$ cat config.mk
export PLATFORM = sky130hd
export DESIGN_NAME = joystick_shaping_with_button_menu
export DESIGN_NICKNAME = d
export VERILOG_FILES = /design/src/design/jsbm_pkg.sv /design/src/design/jsbm_front.sv /design/src/design/jsbm_queue.sv /design/src/design/jsbm_back.sv /design/src/design/joystick_shaping_with_button_menu.sv
export SDC_FILE = /design/constraint.sdc
export NUM_CORES = 1
export LEC_CHECK = 0
export BUFFER_PORTS_ARGS = -buffer_cell sky130_fd_sc_hd__clkbuf_2
export CAP_MARGIN = 10
export CORE_ASPECT_RATIO = 1.25
export CORE_MARGIN = 4
export CORE_UTILIZATION = 45
export CTS_CLUSTER_SIZE = 12
export DETAILED_ROUTE_END_ITERATION = 10
export HOLD_SLACK_MARGIN = 0.1
export PLACE_DENSITY = 0.64
export SYNTH_ARGS = -nofsm -noshare
export SYNTH_HDL_FRONTEND = slang
export SYNTH_HIERARCHICAL = 1
export SYNTH_SLANG_ARGS = --single-unit
$ cat constraint.sdc
create_clock -name clk -period 9.5 [get_ports clk]
set_input_delay 1.9 -clock clk [delete_from_list [all_inputs] [get_ports clk]]
set_output_delay 1.9 -clock clk [all_outputs]
set_load 0.05 [all_outputs]
$ cat src/design/jsbm_pkg.sv
`timescale 1ns / 1ps
// -----------------------------------------------------------------------------
// jsbm_pkg
// Types and constants shared by the joystick shaping block and its parts.
// -----------------------------------------------------------------------------
package jsbm_pkg;

  localparam int CFG_DATA_W = 9;
  localparam int XY_DZ_W    = 9;
  localparam int ROT_DZ_W   = 7;
  localparam int MAG_W      = 15;
  localparam int QUEUE_DEPTH = 2;

  localparam logic REG_XY_DEADZONE  = 1'b0;
  localparam logic REG_ROT_DEADZONE = 1'b1;

  localparam logic [XY_DZ_W-1:0]  XY_DZ_RESET  = 9'd32;
  localparam logic [ROT_DZ_W-1:0] ROT_DZ_RESET = 7'd8;

  localparam logic [3:0] BTN_NONE       = 4'd0;
  localparam logic [3:0] BTN_MENU_FIRST = 4'd1;
  localparam logic [3:0] BTN_MENU_LAST  = 4'd5;
  localparam logic [3:0] BTN_TOG_BASE   = 4'd6;
  localparam logic [3:0] BTN_TOG_FIRST  = 4'd7;
  localparam logic [3:0] BTN_TOG_LAST   = 4'd12;
  localparam logic [3:0] BTN_SAVE_FIRST = 4'd8;
  localparam logic [3:0] BTN_SAVE_LAST  = 4'd11;
  localparam logic [3:0] BTN_SQUARE     = 4'd9;

  localparam logic [2:0] MENU_DEFAULT = 3'd0;
  localparam logic [2:0] TOG_NONE     = 3'd0;

  typedef struct packed {
    logic [9:0] x_raw;
    logic [9:0] y_raw;
    logic [7:0] twist_raw;
    logic [7:0] slider_raw;
    logic [3:0] button;
  } joy_in_t;

  typedef struct packed {
    logic signed [15:0] x_out;
    logic signed [15:0] y_out;
    logic signed [15:0] rotation_out;
    logic [14:0]        speed_out;
    logic [3:0]         button_echo;
    logic [2:0]         menu_sel;
    logic [2:0]         toggle_code;
    logic               save_request;
    logic               square_enabled;
  } joy_out_t;

  // Classified request handed from the front to the back.
  typedef struct packed {
    logic [9:0] x_mag;
    logic       x_neg;
    logic [9:0] y_mag;
    logic       y_neg;
    logic [7:0] rot_mag;
    logic       rot_neg;
    logic [7:0] spd_mag;
    logic       square;
    logic [3:0] button_echo;
    logic [2:0] menu_sel;
    logic [2:0] toggle_code;
    logic       save_request;
    logic       square_enabled;
  } job_t;

  typedef enum logic [1:0] {
    BK_IDLE,
    BK_RUN,
    BK_FIN
  } bk_state_t;

endpackage

$ cat src/design/jsbm_front.sv
`timescale 1ns / 1ps
`default_nettype none
// -----------------------------------------------------------------------------
// jsbm_front
// Accepts raw reports, applies deadzones, tracks button edges, menu and the
// square flag, and pushes a classified request into the queue.
// -----------------------------------------------------------------------------
module jsbm_front import jsbm_pkg::*; #(
  parameter bit SQUARE_AT_START = 1'b1
) (
  input  logic                  clk,
  input  logic                  rst,
  input  logic                  cfg_write,
  input  logic                  cfg_index,
  input  logic [CFG_DATA_W-1:0] cfg_data,
  input  logic                  in_valid,
  output logic                  in_stall,
  input  joy_in_t               in_data,
  input  logic                  q_full,
  output logic                  push,
  output job_t                  push_job
);

  logic [XY_DZ_W-1:0]  xy_deadzone;
  logic [ROT_DZ_W-1:0] rotation_deadzone;
  logic [3:0]          prev_button;
  logic [2:0]          menu_reg;
  logic                square_flag;

  logic [9:0] x_dist, y_dist;
  logic [7:0] t_dist;
  logic       x_live, y_live, t_live;
  logic       btn_edge;
  logic [2:0] menu_next;
  logic [2:0] code;
  logic       save;
  logic       square_next;

  always_ff @(posedge clk) begin
    if (rst) begin
      xy_deadzone       <= XY_DZ_RESET;
      rotation_deadzone <= ROT_DZ_RESET;
    end else if (cfg_write) begin
      case (cfg_index)
        REG_XY_DEADZONE:  xy_deadzone <= cfg_data[XY_DZ_W-1:0];
        REG_ROT_DEADZONE: rotation_deadzone <= cfg_data[ROT_DZ_W-1:0];
        default: ;
      endcase
    end
  end

  // hold off requests while in reset
  assign in_stall = q_full || rst;
  assign push     = in_valid && !in_stall;

  always_comb begin
    x_dist = in_data.x_raw[9] ? {1'b0, in_data.x_raw[8:0]} : 10'd512 - in_data.x_raw;
    y_dist = in_data.y_raw[9] ? {1'b0, in_data.y_raw[8:0]} : 10'd512 - in_data.y_raw;
    t_dist = (in_data.twist_raw >= 8'd127) ? in_data.twist_raw - 8'd127
                                           : 8'd127 - in_data.twist_raw;
    x_live = x_dist > {1'b0, xy_deadzone};
    y_live = y_dist > {1'b0, xy_deadzone};
    t_live = t_dist > {1'b0, rotation_deadzone};

    btn_edge = (in_data.button != BTN_NONE) && (prev_button == BTN_NONE);
    menu_next = menu_reg;
    code = TOG_NONE;
    save = 1'b0;
    square_next = square_flag;
    if (btn_edge) begin
      if (in_data.button >= BTN_MENU_FIRST && in_data.button <= BTN_MENU_LAST) begin
        menu_next = in_data.button[2:0] - 3'd1;
      end
      if (in_data.button >= BTN_TOG_FIRST && in_data.button <= BTN_TOG_LAST) begin
        code = 3'(in_data.button - BTN_TOG_BASE);
        save = (in_data.button >= BTN_SAVE_FIRST) && (in_data.button <= BTN_SAVE_LAST);
      end
      if (in_data.button == BTN_SQUARE) begin
        square_next = ~square_flag;
      end
    end

    push_job.x_mag   = x_live ? (in_data.x_raw[9] ? {in_data.x_raw[8:0], 1'b1}
                                                  : {~in_data.x_raw[8:0], 1'b1}) : 10'd0;
    push_job.x_neg   = ~in_data.x_raw[9];
    push_job.y_mag   = y_live ? (in_data.y_raw[9] ? {in_data.y_raw[8:0], 1'b1}
                                                  : {~in_data.y_raw[8:0], 1'b1}) : 10'd0;
    push_job.y_neg   = ~in_data.y_raw[9];
    push_job.rot_mag = t_live ? (in_data.twist_raw[7] ? {in_data.twist_raw[6:0], 1'b1}
                                                      : {~in_data.twist_raw[6:0], 1'b1})
                              : 8'd0;
    push_job.rot_neg = in_data.twist_raw[7];
    push_job.spd_mag = in_data.slider_raw;
    push_job.square  = square_flag;
    push_job.button_echo    = in_data.button;
    push_job.menu_sel       = menu_next;
    push_job.toggle_code    = code;
    push_job.save_request   = save;
    push_job.square_enabled = square_next;
  end

  always_ff @(posedge clk) begin
    if (rst) begin
      prev_button <= BTN_NONE;
      menu_reg    <= MENU_DEFAULT;
      square_flag <= SQUARE_AT_START;
    end else if (push) begin
      prev_button <= in_data.button;
      menu_reg    <= menu_next;
      square_flag <= square_next;
    end
  end

endmodule
`default_nettype wire

$ cat src/design/jsbm_queue.sv
`timescale 1ns / 1ps
`default_nettype none
// -----------------------------------------------------------------------------
// jsbm_queue
// Short FIFO of classified requests between front and back.
// -----------------------------------------------------------------------------
module jsbm_queue import jsbm_pkg::*; (
  input  logic clk,
  input  logic rst,
  input  logic push,
  input  job_t push_job,
  input  logic pop,
  output logic full,
  output logic not_empty,
  output job_t head_job
);

  localparam int PTR_W = $clog2(QUEUE_DEPTH);
  localparam int CNT_W = $clog2(QUEUE_DEPTH + 1);

  job_t             slots [QUEUE_DEPTH];
  logic [PTR_W-1:0] wr_ptr, rd_ptr;
  logic [CNT_W-1:0] count;

  assign full      = (count == CNT_W'(QUEUE_DEPTH));
  assign not_empty = (count != '0);
  assign head_job  = slots[rd_ptr];

  always_ff @(posedge clk) begin
    if (push) begin
      slots[wr_ptr] <= push_job;
    end
  end

  always_ff @(posedge clk) begin
    if (rst) begin
      wr_ptr <= '0;
      rd_ptr <= '0;
      count  <= '0;
    end else begin
      if (push) begin
        wr_ptr <= (wr_ptr == PTR_W'(QUEUE_DEPTH - 1)) ? '0 : wr_ptr + 1'b1;
      end
      if (pop) begin
        rd_ptr <= (rd_ptr == PTR_W'(QUEUE_DEPTH - 1)) ? '0 : rd_ptr + 1'b1;
      end
      case ({push, pop})
        2'b10:   count <= count + 1'b1;
        2'b01:   count <= count - 1'b1;
        default: count <= count;
      endcase
    end
  end

endmodule
`default_nettype wire

$ cat src/design/jsbm_back.sv
`timescale 1ns / 1ps
`default_nettype none
// -----------------------------------------------------------------------------
// jsbm_back
// Scales, optionally squares and snaps one request at a time through a shared 16x16
// multiplier, then loads the result register.
// -----------------------------------------------------------------------------
module jsbm_back import jsbm_pkg::*; (
  input  logic     clk,
  input  logic     rst,
  input  logic     q_not_empty,
  input  job_t     head_job,
  output logic     pop,
  output logic     out_valid,
  input  logic     out_stall,
  output joy_out_t out_data
);

  localparam logic [2:0] OP_SQ_X  = 3'd0;
  localparam logic [2:0] OP_SQ_Y  = 3'd1;
  localparam logic [2:0] OP_SQ_R  = 3'd2;
  localparam logic [2:0] OP_SQ_S  = 3'd3;
  localparam logic [2:0] OP_AX2   = 3'd4;
  localparam logic [2:0] OP_SUM2  = 3'd5;
  localparam logic [2:0] OP_DIFF2 = 3'd6;
  localparam logic [2:0] OP_END   = 3'd7;

  bk_state_t state, state_next;
  logic [2:0] step;
  logic       prod_valid;
  logic [31:0] prod;

  logic [MAG_W-1:0] x_m, y_m, r_m, s_m;
  logic             x_neg, y_neg, r_neg;
  logic [28:0] sqa, sqd;
  logic [30:0] sqs;
  logic [3:0]  button_echo;
  logic [2:0]  menu_sel, toggle_code;
  logic        save_request, square_enabled;

  logic [15:0] mul_a, mul_b;
  logic [28:0] rnd;
  logic        out_free, out_load;

  logic             cond_a, cond_b;
  logic [MAG_W-1:0] mx, xo_m, yo_m;

  // round(m * 16384 / 1023) for odd m, via the 2^10-1 divide identity
  function automatic logic [MAG_W-1:0] scale_xy(input logic [9:0] m);
    logic [13:0] t;
    logic [14:0] y;
    logic [14:0] s;
    t = {m, 4'b0};
    y = {1'b0, t} + 15'd511;
    s = y + {10'd0, y[14:10]} + 15'd1;
    return {1'b0, t} + {10'd0, s[14:10]};
  endfunction

  // round(m * 16384 / 255), via the 2^8-1 divide identity
  function automatic logic [MAG_W-1:0] scale_byte(input logic [7:0] m);
    logic [13:0] t;
    logic [14:0] y;
    logic [14:0] s;
    t = {m, 6'b0};
    y = {1'b0, t} + 15'd127;
    s = y + {8'd0, y[14:8]} + 15'd1;
    return {1'b0, t} + {8'd0, s[14:8]};
  endfunction

  function automatic logic signed [15:0] to_signed(input logic neg,
                                                   input logic [MAG_W-1:0] mag);
    return neg ? -$signed({1'b0, mag}) : $signed({1'b0, mag});
  endfunction

  assign out_free = !out_valid || !out_stall;

  always_comb begin
    state_next = state;
    case (state)
      BK_IDLE: if (q_not_empty) state_next = BK_RUN;
      BK_RUN:  if (step == OP_END) state_next = BK_FIN;
      BK_FIN:  if (out_free) state_next = BK_IDLE;
      default: state_next = BK_IDLE;
    endcase
  end

  always_comb begin
    pop      = (state == BK_IDLE) && q_not_empty;
    out_load = (state == BK_FIN) && out_free;
  end

  always_comb begin
    case (step)
      OP_SQ_X:  begin mul_a = {1'b0, x_m}; mul_b = {1'b0, x_m}; end
      OP_SQ_Y:  begin mul_a = {1'b0, y_m}; mul_b = {1'b0, y_m}; end
      OP_SQ_R:  begin mul_a = {1'b0, r_m}; mul_b = {1'b0, r_m}; end
      OP_SQ_S:  begin mul_a = {1'b0, s_m}; mul_b = {1'b0, s_m}; end
      OP_AX2:   begin mul_a = {1'b0, x_m}; mul_b = {1'b0, x_m}; end
      OP_SUM2:  begin
        mul_a = {1'b0, x_m} + {1'b0, y_m};
        mul_b = mul_a;
      end
      OP_DIFF2: begin
        mul_a = {1'b0, y_m} - {1'b0, x_m};
        mul_b = mul_a;
      end
      default:  begin mul_a = 16'd0; mul_b = 16'd0; end
    endcase
    rnd = prod[28:0] + 29'd8192;
  end

  always_ff @(posedge clk) begin
    if (rst) begin
      state <= BK_IDLE;
    end else begin
      state <= state_next;
    end
  end

  always_ff @(posedge clk) begin
    if (rst) begin
      step       <= OP_SQ_X;
      prod_valid <= 1'b0;
    end else if (pop) begin
      step       <= head_job.square ? OP_SQ_X : OP_AX2;
      prod_valid <= 1'b0;
    end else if (state == BK_RUN) begin
      step       <= step + 3'd1;
      prod_valid <= (step != OP_END);
    end
  end

  always_ff @(posedge clk) begin
    if (pop) begin
      x_m            <= scale_xy(head_job.x_mag);
      y_m            <= scale_xy(head_job.y_mag);
      r_m            <= scale_byte(head_job.rot_mag);
      s_m            <= scale_byte(head_job.spd_mag);
      x_neg          <= head_job.x_neg;
      y_neg          <= head_job.y_neg;
      r_neg          <= head_job.rot_neg;
      button_echo    <= head_job.button_echo;
      menu_sel       <= head_job.menu_sel;
      toggle_code    <= head_job.toggle_code;
      save_request   <= head_job.save_request;
      square_enabled <= head_job.square_enabled;
    end else if (state == BK_RUN) begin
      prod <= 32'(mul_a * mul_b);
      if (prod_valid) begin
        case (step - 3'd1)
          OP_SQ_X:  x_m <= rnd[28:14];
          OP_SQ_Y:  y_m <= rnd[28:14];
          OP_SQ_R:  r_m <= rnd[28:14];
          OP_SQ_S:  s_m <= rnd[28:14];
          OP_AX2:   sqa <= prod[28:0];
          OP_SUM2:  sqs <= prod[30:0];
          OP_DIFF2: sqd <= prod[28:0];
          default: ;
        endcase
      end
    end
  end

  always_comb begin
    cond_a = ({1'b0, sqs} < {2'b0, sqa, 1'b0}) || (x_m == '0 && y_m == '0);
    cond_b = (y_m > x_m) && ({1'b0, sqd} > {sqa, 1'b0});
    mx     = (x_m > y_m) ? x_m : y_m;
    if (cond_a) begin
      xo_m = x_m;
      yo_m = '0;
    end else if (cond_b) begin
      xo_m = '0;
      yo_m = y_m;
    end else begin
      xo_m = mx;
      yo_m = mx;
    end
  end

  always_ff @(posedge clk) begin
    if (rst) begin
      out_valid <= 1'b0;
    end else if (out_load) begin
      out_valid <= 1'b1;
    end else if (!out_stall) begin
      out_valid <= 1'b0;
    end
  end

  always_ff @(posedge clk) begin
    if (out_load) begin
      out_data.x_out          <= to_signed(x_neg, xo_m);
      out_data.y_out          <= to_signed(y_neg, yo_m);
      out_data.rotation_out   <= to_signed(r_neg, r_m);
      out_data.speed_out      <= s_m;
      out_data.button_echo    <= button_echo;
      out_data.menu_sel       <= menu_sel;
      out_data.toggle_code    <= toggle_code;
      out_data.save_request   <= save_request;
      out_data.square_enabled <= square_enabled;
    end
  end

endmodule
`default_nettype wire

$ cat src/design/joystick_shaping_with_button_menu.sv
`timescale 1ns / 1ps
`default_nettype none
// -----------------------------------------------------------------------------
// joystick_shaping_with_button_menu
// Joystick report shaping: deadzones, Q2.14 scaling, optional squaring,
// eight-way snapping, and button-driven menu and toggle codes.
// -----------------------------------------------------------------------------
// One result per accepted report. The front takes a report and queues up to
// two of them while the back handles one report at a time on a single shared
// 16x16 multiplier: with square shaping on, load, four squarings and three
// snap products overlapped, then finish; with it off the squarings are
// skipped. Button 9 flips square shaping from the next report on. Deadzone
// registers: index 0 is the X/Y deadzone, index 1 the rotation deadzone;
// write them only while the block is idle.
module joystick_shaping_with_button_menu import jsbm_pkg::*; #(
  parameter bit SQUARE_AT_START = 1'b1
) (
  input  logic                  clk,
  input  logic                  rst,
  input  logic                  in_valid,
  output logic                  in_stall,
  input  joy_in_t               in_data,
  output logic                  out_valid,
  input  logic                  out_stall,
  output joy_out_t              out_data,
  input  logic                  cfg_write,
  input  logic                  cfg_index,
  input  logic [CFG_DATA_W-1:0] cfg_data
);

  logic q_full, q_not_empty, push, pop;
  job_t push_job, head_job;

  jsbm_front #(
    .SQUARE_AT_START(SQUARE_AT_START)
  ) u_front (
    .clk       (clk),
    .rst       (rst),
    .cfg_write (cfg_write),
    .cfg_index (cfg_index),
    .cfg_data  (cfg_data),
    .in_valid  (in_valid),
    .in_stall  (in_stall),
    .in_data   (in_data),
    .q_full    (q_full),
    .push      (push),
    .push_job  (push_job)
  );

  jsbm_queue u_queue (
    .clk       (clk),
    .rst       (rst),
    .push      (push),
    .push_job  (push_job),
    .pop       (pop),
    .full      (q_full),
    .not_empty (q_not_empty),
    .head_job  (head_job)
  );

  jsbm_back u_back (
    .clk         (clk),
    .rst         (rst),
    .q_not_empty (q_not_empty),
    .head_job    (head_job),
    .pop         (pop),
    .out_valid   (out_valid),
    .out_stall   (out_stall),
    .out_data    (out_data)
  );

endmodule
`default_nettype wire
; Word level (Yosys, flattened, before mapping)
; Memories as Yosys holds them, arrays and structs flattened. A register that Yosys moved wholly into a read port is not among the register bits.
; Cells that the tools add are included.
[word_totals]
regBits = 305
ramBits = 104
in_bits = 55
out_inout_bits = 77
wordCells = 223
memories = 1
[mem_list]
columns = memory, words, word_bits, rd, rd_ports_with_merged_regs, write_ports, line_no
row1 = u_queue.slots, 2, 52, 1, 1, 1, jsbm_queue.sv:21  ; job_t slots [QUEUE_DEPTH];
[op_classes]
addsub = 34
mul = 1
n_lt_le_gt_ge = 14
eq_ne = 24
mux = 58
bitwise = 8
reduce_logical = 43
[ops]
columns = op, count
row1 = 2-to-1 mux 15 bit, 24
row2 = case mux 16 bit (6 select lines), 1
row3 = "adder 15 x 1 -> 15 bit, second input constant", 4
row4 = 2-to-1 mux 10 bit, 6
row5 = negation 15 -> 16 bit, 3
row6 = less-than comparator 31 x 30 -> 1 bit, 1
row7 = multiplier 16 x 16 -> 31 bit, 1
row8 = adder 14 x 5 -> 15 bit, 2
row9 = adder 14 x 7 -> 15 bit, 2
row10 = "adder 14 x 7 -> 15 bit, second input constant", 2
row11 = "adder 14 x 9 -> 15 bit, second input constant", 2
row12 = adder 15 x 5 -> 15 bit, 2
row13 = adder 15 x 7 -> 15 bit, 2
row14 = > comparator 15 bit, 2
row15 = > comparator 29 x 30 -> 1 bit, 1
row16 = zero test 15 bit, 2
row17 = "adder 29 x 14 -> 29 bit, second input constant", 1
row18 = 2-to-1 mux 8 bit, 3
row19 = "equality test 3 bit, second input constant", 7
row20 = 2-to-1 mux 3 bit, 7
row21 = > comparator 10 x 9 -> 1 bit, 2
row22 = "subtractor 10 bit, first input constant", 2
row23 = NOT 9 bit, 2
row24 = adder 15 x 15 -> 16 bit, 1
row25 = other kinds (41), 100

; Depth between registers and ports, before layout
[logic_depth]
word_depth = 6
ltp_mapped = 38
mapped_depth_nobuf = 37

; Cells and area by module
; Netlist, hierarchy kept.
[modules_own_cells]
columns = module, n_inst, cells_per_inst, area_each_um2, seq_area_each_um2
row1 = jsbm_back, 1, 2193, 22396.5, 8097.8
row2 = jsbm_queue, 1, 184, 3946.3, 3223.1
row3 = jsbm_front, 1, 370, 2672.6, 480.5

; Worst setup path after synthesis
; OpenSTA, ideal clock, no wires.
[synth_timing]
path_type = reg-to-reg
from = register u_back.y_m[0]
to = register u_back.prod[29], data pin
setup_ns = 0.258
t_arrival_ns = 8.275
required_ns = 9.242
path_slack_ns = 0.967
path_stages_with_launch = 34
n_path_buf = 0
synth_period_minus_slack_ns = 8.533
cell_sequence = edfxtp_1 > inv_1 > ha_1 > inv_1 > fa_1 > a211oi_2 > o211a_4 > nor2_1 > a21oi_1 > o21bai_1 > a221o_1 > a221oi_2 > inv_2 > nand2_1 > fa_1 > fa_1 > inv_1 > fa_1 > fa_1 > fa_1 > inv_1 > fa_1 > inv_1 > ha_1 > a21o_1 > a21oi_1 > o21ai_0 > or3b_2 > o21ai_0 > o31ai_1 > o41ai_1 > o21ai_0 > a21oi_1 > xnor2_1
[synth_between]
elab_chain_len = 3
word_cells_on_any_way = 4
cone_classes = add/sub (2) / mul (1) / mux (1)
[synth_rtl]
columns = element, line_no
row1 = start: declaration, jsbm_back.sv:33  ; logic [MAG_W-1:0] x_m, y_m, r_m, s_m;
row2 = start signal: assignment, jsbm_back.sv:136  ; y_m <= scale_xy(head_job.y_mag);
row3 = start signal: assignment, jsbm_back.sv:152  ; OP_SQ_Y: y_m <= rnd[28:14];
row4 = subtractor 15 x 15 -> 16 bit / adder 15 x 15 -> 16 bit (equally long branches), "jsbm_back.sv:104, jsbm_back.sv:100"
row5 = case mux 16 bit (6 select lines) *, jsbm_back.sv:93  ; case (step)
row6 = multiplier 16 x 16 -> 31 bit *, jsbm_back.sv:148  ; prod <= 32'(mul_a * mul_b);
row7 = end signal: assignment, jsbm_back.sv:148
row8 = end: declaration, jsbm_back.sv:31  ; logic [31:0] prod;
; Mark *: on every way between the ends. The rest lies on a longest branch, timed or not.
; A chain may end at the register's enable or synchronous reset.

; Worst setup path after layout
[layout_timing]
from = register u_back.x_m[0]
to = register u_back.prod[29], data pin
[layout_between]
elab_chain_len = 3
word_cells_on_any_way = 4
cone_classes = add/sub (2) / mul (1) / mux (1)
[layout_rtl]
columns = element, line_no
row1 = start: declaration, jsbm_back.sv:33
row2 = start signal: assignment, jsbm_back.sv:135  ; x_m <= scale_xy(head_job.x_mag);
row3 = start signal: assignment, jsbm_back.sv:151  ; OP_SQ_X: x_m <= rnd[28:14];
row4 = subtractor 15 x 15 -> 16 bit / adder 15 x 15 -> 16 bit (equally long branches), "jsbm_back.sv:104, jsbm_back.sv:100"
row5 = case mux 16 bit (6 select lines) *, jsbm_back.sv:93
row6 = multiplier 16 x 16 -> 31 bit *, jsbm_back.sv:148
; Marked as above.

==> results.toml <==
[global_route]
grt_pass1_vias = 21300
grt_max_degree = 76
grt_overflow_total = 0
antenna_found_initial = 0
grt_pass1_wl_microns = 117000
track_usage = 0.213

[finish]
seq_area_sq_mm = 0.0118
antennaDiodeCount = 0
largest_reg_flops = 104
drive_gt1_frac = 0.125
final_common_cell = "edfxtp_1"
reg_top3 = "u_queue/slots: 104 flops, u_back/out_data: 75 flops, u_back/prod: 30 flops"
fillers = 5707
nNetsFinal = 3337
syn2layout_area_growth_pct = 10.4
final_cell_mix = "edfxtp_1, inv_1, nand2_1, ha_1, nor2_1"
multi_input_area_sq_mm = 0.0154
max_flop_register = "u_queue/slots"

[sta]
rsz0062_at_grt = "false"
setup_tns_ns = 0
fmax_ghz = 0.112
period_minus_slack_ns = 8.94
setup_viol = 0
hold_viol = 0
clock_skew_ns = 0.0230
worst_pin_slew_ns = 0.968
slew_violations = 0
slew_headroom = 0.347
period_share = 0.941

[cts]
clkSinkCount = 405
clock_latency_ns = 0.59
holdBufCountCts = 0
cts_max_level = 2
tritoncts = "built"
path_clk_slew_ns = 0.06
ctsLongestPathBuffers = 3
cts_made_buffers = 43
root_buffer = "clkbuf_16"

[place]
gp_congestion = 0.956
io_buffers = 131
dpl.hpwl_microns = 57800

[setup_path]
start_kind = "flip-flop"
cp_common_cell = "fa_1"
cpPeakStageDelay_ns = 0.54
cpMaxStageDelayCell = "fa_1"
reg2reg_to = "u_back/prod[29]"
endpoint_kind = "flip-flop"
worstPathRequired_ns = 9.82
worstPathMaxFanout = 10
cp.arrival_ns = 9.26
reg2reg_from = "u_back/x_m[0]"
rrSetupSlack_ns = 0.56
setup.worst_path.class = "reg -> reg"
reg2reg_depth = 35

[hold_path]
hold_path_end = "u_back/out_data[0]"
hold_depth = 0
min_path_type = "reg -> reg"
min_from = "u_back/square_enabled"

[synthesis]
avgSynthCellArea_sq_um = 10.6
syn_nets = 3204
synth_edf_count = 369
async_reset_ff_frac = 0
ys_warn_count = 6
synthCells = 2747
ys_ff_latch = 405
ys_types = 90
netlist_area_sq_mm = 0.0290
yosysSeqAreaShare = 0.407
ys.flop_type = "edfxtp_1"

[outcome]
status = "completed"

[die]
coreArea_sq_mm = 0.0635
io_pins = 132
start_util = 0.457
dieArea_sq_mm = 0.0686
die_h_microns = 292
num_rows = 103
die_w_microns = 235

[detailed_routing]
detail_route.wl_per_cell_microns = 19.7
wl_microns = 73900
num_vias = 20600
drc_errors = 0
drtAntennaViolNets = 0
vias_per_cell = 5.49
dr.pass1.iters = 6
drtIter0Drc = 1361

[run]
cap_violations = 0
## how the worst max path moves through the flow
stage,startpoint,endpoint,slack [ns]
6_report,u_back/x_m[0],u_back/prod[29],0.56
5_1_grt,u_back/x_m[0],u_back/prod[29],0.002
4_1_cts,u_back/y_m[0],u_back/prod[29],0.16
3_5_place_dp,u_back/y_m[0],u_back/prod[29],0.21
3_3_place_gp,u_back/y_m[0],u_back/prod[29],0.33
2_1_floorplan,u_back/y_m[0],u_back/prod[29],0.97
## area by class of cell
cell class	instances	share of cell area
Clock buffer	64	0.0370
Clock inverter	15	0.00406
Inverter	358	0.0419
Multi-Input combinational cell	1882	0.481
Sequential cell	405	0.368
Tap cell	840	0.0328
Timing Repair Buffer	190	0.0347
## critical path: cells and delay by family (launching register included)
family | cells | cell delay (ns)
buffers and inverters | 8 | 0.63
XOR/XNOR | 1 | 0.13
adder cells (fa/ha/maj) | 9 | 4.09
AND/OR/NAND/NOR | 5 | 0.62
flip-flops | 1 | 0.41
AO/OA/AOI/OAI | 12 | 2.77
## metrics by stage
step	worst slack, ns	hold WS [ns]	std cells	util	cell area, sq um
3_5_place_dp	0.207	0.405	3671	0.483	30700
4_1_cts	0.165	0.419	3750	0.503	32000
3_3_place_gp	0.327	0.405	3671	0.483	30700
6_report	0.563	0.411	3754	0.504	32000
2_1_floorplan	0.967	0.400	2747	-	29000
5_1_grt	0.00189	0.425	3754	0.504	32000
## cell usage after synthesis, types with 7 or more instances
master | n | area share
dfxtp_1 | 36 | 0.025
a21oi_1 | 115 | 0.020
a21o_1 | 27 | 0.0070
a22o_1 | 7 | 0.0021
o21a_1 | 11 | 0.0028
xor2_1 | 82 | 0.025
o22ai_1 | 9 | 0.0019
nand2_1 | 275 | 0.036
fa_1 | 166 | 0.11
mux2_2 | 58 | 0.023
nor2_1 | 201 | 0.026
mux2i_1 | 19 | 0.0066
and2_1 | 18 | 0.0039
and3_1 | 11 | 0.0024
or2_2 | 15 | 0.0032
edfxtp_1 | 369 | 0.38
clkbuf_1 | 60 | 0.0078
nor3_1 | 36 | 0.0062
buf_2 | 17 | 0.0029
o31ai_1 | 10 | 0.0026
or3_1 | 11 | 0.0024
nand4_1 | 25 | 0.0054
o211ai_1 | 15 | 0.0039
xnor2_1 | 111 | 0.034
buf_4 | 19 | 0.0049
inv_1 | 350 | 0.045
a22oi_1 | 22 | 0.0057
a31oi_1 | 21 | 0.0045
ha_1 | 236 | 0.10
a222oi_1 | 8 | 0.0028
nand2b_1 | 31 | 0.0067
nor2b_1 | 23 | 0.0050
nand3_1 | 72 | 0.012
o21ai_1 | 7 | 0.0012
o21ai_0 | 106 | 0.018
a211oi_1 | 19 | 0.0049
## timing repair
action,in CTS,in global routing
gates resized for setup,0,7
setup endpoints to repair,0,3
buffers inserted,0,4
endpoints found under the hold margin,0,0
## cells by family after synthesis
| kind of cell | Yosys count | synth area share |
|---|---|---|
| buf+inv | 460 | 0.0639 |
| mux | 77 | 0.0291 |
| xor+xnor | 193 | 0.0583 |
| fa+ha+maj | 402 | 0.216 |
| simple gates | 760 | 0.123 |
| compound gates | 450 | 0.103 |
| flops | 405 | 0.407 |
## layer usage
metal  wire length (microns)  vias up  track usage  part of all wire
met4                    3140        0       0.0853             0.042
met3                    3650      166       0.0248             0.049
met5                       0        -            0                 0
li1                        -     9742            -                 -
met2                   36300      625        0.367              0.49
met1                   30900    10100        0.276              0.42
Power is left out: the tool's default activity adds up to more than one toggle a clock period on the data nets, which glitch-free logic cannot reach.
